## config.mk

```make
export PLATFORM = sky130hd
export DESIGN_NAME = tac_ctrl
export DESIGN_NICKNAME = d
export VERILOG_FILES = /design/src/hw/rtl/tac_pkg.sv /design/src/hw/rtl/tac_ctrl.sv
export SDC_FILE = /design/constraint.sdc
export NUM_CORES = 1
export LEC_CHECK = 0
export ABC_AREA = 1
export ABC_CLOCK_PERIOD_IN_PS = 3900
export BUFFER_PORTS_ARGS = -buffer_cell sky130_fd_sc_hd__buf_4
export CAP_MARGIN = 20
export CELL_PAD_IN_SITES_DETAIL_PLACEMENT = 0
export CELL_PAD_IN_SITES_GLOBAL_PLACEMENT = 2
export CORE_ASPECT_RATIO = 1.4
export CORE_MARGIN = 2
export CORE_UTILIZATION = 14
export DETAILED_ROUTE_END_ITERATION = 10
export HOLD_SLACK_MARGIN = 0.03
export PLACE_DENSITY = 0.89
export SLEW_MARGIN = 20
export SYNTH_ARGS = -nofsm -noshare
export SYNTH_HDL_FRONTEND = slang
export SYNTH_SLANG_ARGS = --single-unit
```

## constraint.sdc

```tcl
create_clock -name i_clk -period 3.9 [get_ports i_clk]
set_input_delay 0.39 -clock i_clk [delete_from_list [all_inputs] [get_ports i_clk]]
set_output_delay 0.39 -clock i_clk [all_outputs]
set_load 0.1 [all_outputs]
```

## src/hw/rtl/tac_pkg.sv

```systemverilog
package tac_pkg;

    // Command codes carried in the tuser bit of the input.
    localparam logic CMD_LOAD  = 1'b0;
    localparam logic CMD_INDEX = 1'b1;

    // Cull reason codes.
    localparam logic [1:0] REASON_KEPT    = 2'd0;
    localparam logic [1:0] REASON_FRUSTUM = 2'd1;
    localparam logic [1:0] REASON_BACK    = 2'd2;

    // Configuration register indexes.
    localparam logic [2:0] REG_SCALE_X  = 3'd0;
    localparam logic [2:0] REG_SCALE_Y  = 3'd1;
    localparam logic [2:0] REG_OFFSET_X = 3'd2;
    localparam logic [2:0] REG_OFFSET_Y = 3'd3;
    localparam logic [2:0] REG_BF_EN    = 3'd4;
    localparam logic [2:0] REG_FRONT_CW = 3'd5;

    localparam int ONE_Q16 = 65536;

    // Viewport and winding settings.
    typedef struct packed {
        logic signed [31:0] scale_x;
        logic signed [31:0] scale_y;
        logic signed [31:0] offset_x;
        logic signed [31:0] offset_y;
        logic               bf_en;
        logic               front_cw;
    } t_cfg;

    // Commands from the controller to the datapath.
    typedef struct packed {
        logic       div_start;
        logic [1:0] div_sel;
        logic       map_x;
        logic       map_y;
        logic       write_vtx;
        logic       rd_vtx;
        logic [1:0] rd_sel;
        logic       cross_step;
        logic [1:0] cross_sel;
        logic       clear_sum;
    } t_cmd;

    // Status from the datapath to the controller.
    typedef struct packed {
        logic div_done;
    } t_sts;

endpackage

```

## src/hw/rtl/tac_ctrl.sv

```systemverilog
// Controller: sequences loads and triangle evaluation.
module tac_ctrl (
    input  logic                i_clk,
    input  logic                i_rst_n,
    input  logic                i_in_valid,
    output logic                o_in_ready,
    input  logic                i_command,
    input  logic [9:0]          i_index,
    output tac_pkg::t_cmd       o_cmd,
    input  tac_pkg::t_sts       i_sts,
    input  tac_pkg::t_cfg       i_cfg,
    input  logic                i_all_inside,
    input  logic signed [65:0]  i_sum,
    output logic [9:0]          o_idx_a,
    output logic [9:0]          o_idx_b,
    output logic [9:0]          o_idx_c,
    output logic                o_out_valid,
    input  logic                i_out_ready,
    output logic [1:0]          o_reason
);
    import tac_pkg::*;

    typedef enum logic [3:0] {
        S_IDLE, S_DIV, S_MAPX, S_MAPY, S_WRITE,
        S_READ, S_RWAIT, S_CROSS, S_DECIDE
    } t_state;

    t_state     r_state;
    logic [1:0] r_cnt;
    logic [1:0] r_step;
    logic [1:0] r_asm;
    logic [9:0] r_a, r_b, r_c;
    logic       r_ovalid;
    logic [1:0] r_reason;
    logic       accept;

    assign o_in_ready = (r_state == S_IDLE) && !r_ovalid;
    assign accept     = i_in_valid && o_in_ready;

    always_comb begin
        o_cmd            = '0;
        o_cmd.div_sel    = r_cnt;
        o_cmd.rd_sel     = r_cnt;
        o_cmd.cross_sel  = r_cnt;
        o_cmd.div_start  = accept && (i_command == CMD_LOAD);
        o_cmd.map_x      = (r_state == S_MAPX);
        o_cmd.map_y      = (r_state == S_MAPY);
        o_cmd.write_vtx  = (r_state == S_WRITE);
        o_cmd.rd_vtx     = (r_state == S_READ);
        o_cmd.cross_step = (r_state == S_CROSS);
        o_cmd.clear_sum  = (r_state == S_RWAIT);
        if (r_state == S_DIV && i_sts.div_done && r_cnt != 2'd2) begin
            o_cmd.div_start = 1'b1;
            o_cmd.div_sel   = r_cnt + 2'd1;
        end
    end

    always_ff @(posedge i_clk) begin
        if (!i_rst_n) begin
            r_state  <= S_IDLE;
            r_cnt    <= '0;
            r_step   <= '0;
            r_asm    <= '0;
            r_a      <= '0;
            r_b      <= '0;
            r_c      <= '0;
            r_ovalid <= 1'b0;
            r_reason <= REASON_KEPT;
        end else begin
            if (r_ovalid && i_out_ready) r_ovalid <= 1'b0;
            case (r_state)
                S_IDLE: begin
                    r_cnt <= '0;
                    if (accept) begin
                        if (i_command == CMD_LOAD) begin
                            r_state <= S_DIV;
                        end else if (r_asm == 2'd0) begin
                            r_a <= i_index; r_asm <= 2'd1;
                        end else if (r_asm == 2'd1) begin
                            r_b <= i_index; r_asm <= 2'd2;
                        end else begin
                            r_c <= i_index; r_asm <= 2'd0;
                            r_state <= S_READ;
                        end
                    end
                end
                S_DIV: if (i_sts.div_done) begin
                    if (r_cnt == 2'd2) begin
                        r_state <= S_MAPX;
                        r_cnt   <= '0;
                    end else r_cnt <= r_cnt + 2'd1;
                end
                S_MAPX:  r_state <= S_MAPY;
                S_MAPY:  r_state <= S_WRITE;
                S_WRITE: r_state <= S_IDLE;
                S_READ: begin
                    if (r_cnt == 2'd2) begin
                        r_state <= S_RWAIT;
                        r_cnt   <= '0;
                    end else r_cnt <= r_cnt + 2'd1;
                end
                S_RWAIT: begin
                    r_state <= S_CROSS;
                    r_step  <= '0;
                end
                S_CROSS: begin
                    // Per edge: a multiply step, then an accumulate step.
                    if (r_step[0]) begin
                        r_step <= '0;
                        if (r_cnt == 2'd2) r_state <= S_DECIDE;
                        else r_cnt <= r_cnt + 2'd1;
                    end else begin
                        r_step <= r_step + 2'd1;
                    end
                end
                S_DECIDE: begin
                    if (!i_all_inside) r_reason <= REASON_FRUSTUM;
                    else if (i_cfg.bf_en &&
                             ((i_sum > 0 && i_cfg.front_cw) ||
                              (i_sum < 0 && !i_cfg.front_cw)))
                        r_reason <= REASON_BACK;
                    else r_reason <= REASON_KEPT;
                    r_ovalid <= 1'b1;
                    r_state  <= S_IDLE;
                end
                default: r_state <= S_IDLE;
            endcase
        end
    end

    assign o_idx_a     = r_a;
    assign o_idx_b     = r_b;
    assign o_idx_c     = r_c;
    assign o_out_valid = r_ovalid;
    assign o_reason    = r_reason;

    // A pending result stays offered until it is taken.
    assert property (@(posedge i_clk) disable iff (!i_rst_n)
        (r_ovalid && !i_out_ready) |=> r_ovalid)
        else $error("result dropped while stalled");
    // No input is taken outside the idle state.
    assert property (@(posedge i_clk) disable iff (!i_rst_n)
        accept |-> (r_state == S_IDLE))
        else $error("input taken while busy");
    // A triangle closes only from the third index.
    assert property (@(posedge i_clk) disable iff (!i_rst_n)
        (r_state == S_IDLE && $past(r_state) == S_DECIDE) |-> (r_asm == 2'd0))
        else $error("assembly count out of step");
endmodule

```

==> flow_summary.yaml <==
clock_network:
  postCtsHoldBufs: 0
  cts-resized-gates: 0
  clk_pin_slew_worst_paths_ns: 0.06
  numClockSinks: 42
  cts_buffer_depth: 2
  cts_buffers: 5
  htree_levels: 2
  insertion_delay_ns: 0.28
  tritoncts: "done"
  cts_setup_buffers: 0
  cts-root-buf: "clkbuf_16"
worst_setup_path:
  required_ns: 4.06
  criticalPathCategory: "reg2reg"
  path_cells: "nor2_2 -> nand2_2 -> nor2_4 -> nand2_2 -> nor2_4 -> inv_2 -> nor2_2 -> nand2_2 -> o21ai_0 -> a21oi_1"
  regToRegSetupSlack_ns: 1.68
  reg2reg_to: "o_idx_b[0]"
  cp_max_fo: 23
  cp_num_buf_inv: 1
  slowest_stage: "nor2_4"
  slowest_delay_ns: 0.42
  start_kind: "flip-flop"
  cpMostUsedCell: "nand2_2"
  reg2reg_depth: 10
  critPathTopFamily: "simple AND/OR/NAND/NOR gates"
  worst_setup_path_end_kind: "flip-flop"
  arrival_ns: 2.38
  r2r-start: "r_state[2]"
cells_and_area:
  drive_gt1_frac: 0.345
  diodes: 0
  fin_util: 0.236
  final_nets: 653
  syn_to_final_growth_pct: 64.1
  mostFrequentLayoutCell: "buf_4"
  final_cell_mix: "buf_4, nand2_1, nor2_1"
  fin_area_um2: 3420
place:
  gp_congestion: 0.766
  io_buffers: 131
  place_area_um2: 3230
  dp_hpwl_um: 5670
logic_synthesis:
  ys_ff_latch: 42
  syn_nets: 529
  synth.avg_cell_area_um2: 6.66
  synthArstFlopShare: 0
  synth-edff-count: 0
  ys_seq_area_frac: 0.404
  synthCells: 313
  netlist_area_um2: 2080
  synth_cell_types: 24
  synth_ff_type: "dfxtp_1"
  yosys_warnings: 0
timing:
  worstMarginPinSlew_ns: 1.01
  fin_hold_ws_ns: 0.286
  layout_worst_path_cycle_share: 0.569
  fin_setup_tns_ns: 0
  max_freq_mhz: 451
  finalHoldViolCount: 0
  finalMaxSlewViolations: 0
  skew_ns: 0.00530
  fin_crit_ns: 2.22
  rsz0062_at_grt: "no"
  slew_headroom: 0.325
  setup_viol: 0
pwr:
  p_sw_uw: 859
  p_total_uw: 1910
  power.density_nw_per_um2: 559
  switching_share: 0.450
  clockPowerShare: 0.286
  p_seq_frac: 0.265
  comb_power_share: 0.450
  leakage_uw: 0.00147
  intPower_uw: 1050
  vdd.ir_drop.worst_v: 0.000332
floorplanning:
  start_util: 0.144
  die_h_um: 148
  design.core.area_um2: 14500
  die_width_um: 107
  std_cell_rows: 52
  dieArea_um2: 15900
  num_io_pins: 260
run_status:
  status: "finished clean"
global_routing:
  antenna_found_initial: 0
  grt_start_max_net_pins: 31
  grt_pass1_wl_um: 11000
  grt.overflow.total: 0
  first_global_vias: 2328
  grt.total_usage: 0.0871
detailed_routing:
  vias: 2375
  wl_um: 7090
  antenna_left: 0
  first_pass_iters: 4
  drc: 0
  drtIter0Drc: 94
  wl_per_cell_um: 11.3
  viasPerCell: 3.79
hold_path:
  whs_path_depth: 2
  hold_class: "in2reg"
  holdCritStartpoint: "i_all_inside"
  hold_path_end: "o_reason[0]"
job:
  maxCapViolations: 0
[power groups by stage]
stage,logic [uW],registers [uW],clock network [uW]
floorplan,487,685,0
global placement,855,514,0
detailed placement,863,516,0
CTS,865,506,558
global route,925,513,574
finish,860,505,546
[how the worst max path moves through the flow]
stage / start / endpoint / depth (start not counted)
2_1_floorplan: r_cnt[0] / o_cmd[10] / 5
3_3_place_gp: r_state[2] / o_idx_b[0] / 10
3_5_place_dp: r_state[2] / o_idx_b[0] / 10
4_1_cts: r_state[2] / o_idx_b[0] / 10
5_1_grt: r_state[2] / o_idx_b[0] / 10
6_report: r_state[2] / o_idx_b[0] / 10
[state kept, by name (all words and copies together) (netlist names)]
register     flops
o_idx_a         10
o_idx_b         10
o_idx_c         10
r_state          4
o_reason         2
r_asm            2
r_cnt            2
o_out_valid      1
r_step           1
[per-layer routing]
| metal | share of wire | routed length [um] | vias to the layer above | track usage |
|---|---|---|---|---|
| met3 | 0.098 | 692 | 5 | 0.0250 |
| met5 | 0 | 0 | - | 0 |
| met2 | 0.47 | 3360 | 113 | 0.156 |
| met4 | 0.0085 | 60 | 0 | 0.0221 |
| li1 | - | - | 1251 | - |
| met1 | 0.42 | 2980 | 1006 | 0.101 |
[worst register-to-register path, cell delays in order, from the launching register on]
cell and delay [ns]:
dfxtp_1 0.36, nor2_2 0.18, nand2_2 0.12, nor2_4 0.11, nand2_2 0.10, nor2_4 0.42, inv_2 0.10, nor2_2 0.11
nand2_2 0.23, o21ai_0 0.31, a21oi_1 0.06
[synthesized netlist by cell type (2+ instances only)]
master    count  area [um2]
nand3_1      26         130
nor3_1        3        15.0
buf_6         2        22.5
dfxtp_1      42         841
o21ai_1      10        50.1
clkbuf_1      8        30.0
ha_1          3        37.5
a21oi_1      40         200
nor2_2        3        18.8
inv_1        30         113
nand2_2       3        18.8
buf_4         2        15.0
o21ai_0      12        60.1
nor2_4        3        33.8
buf_2         2        10.0
nor2_1       58         218
nand2_1      59         221
[stage by stage]
step	std cells	worst slack, ns
floorplan	313	0.358
global placement	619	1.69
detailed placement	619	1.66
global route	627	1.44
CTS	627	1.66
finish	627	1.68
[area by class of cell]
type                    count  area, um2
fillers                  1607      11100
repair buffers            131        983
multi-input cells         226       1050
well taps                 189        236
flip-flops and latches     42        841
clock buffers               5        125
clock inverters             3       68.8
inverters                  31        116
[cell families (layout without fill, tap and decap cells)]
kind of cell / after synthesis / in the layout / synth area share
DFF: 42 / 42 / 0.404
and+or+nand+nor: 159 / 159 / 0.329
AOI/OAI and AO/OA: 63 / 63 / 0.152
buffers and inverters: 45 / 170 / 0.0931
adders and majority gates: 3 / 3 / 0.0180
xor gates and xnor gates: 1 / 1 / 0.00420
Power figures use the tool's default switching activity.
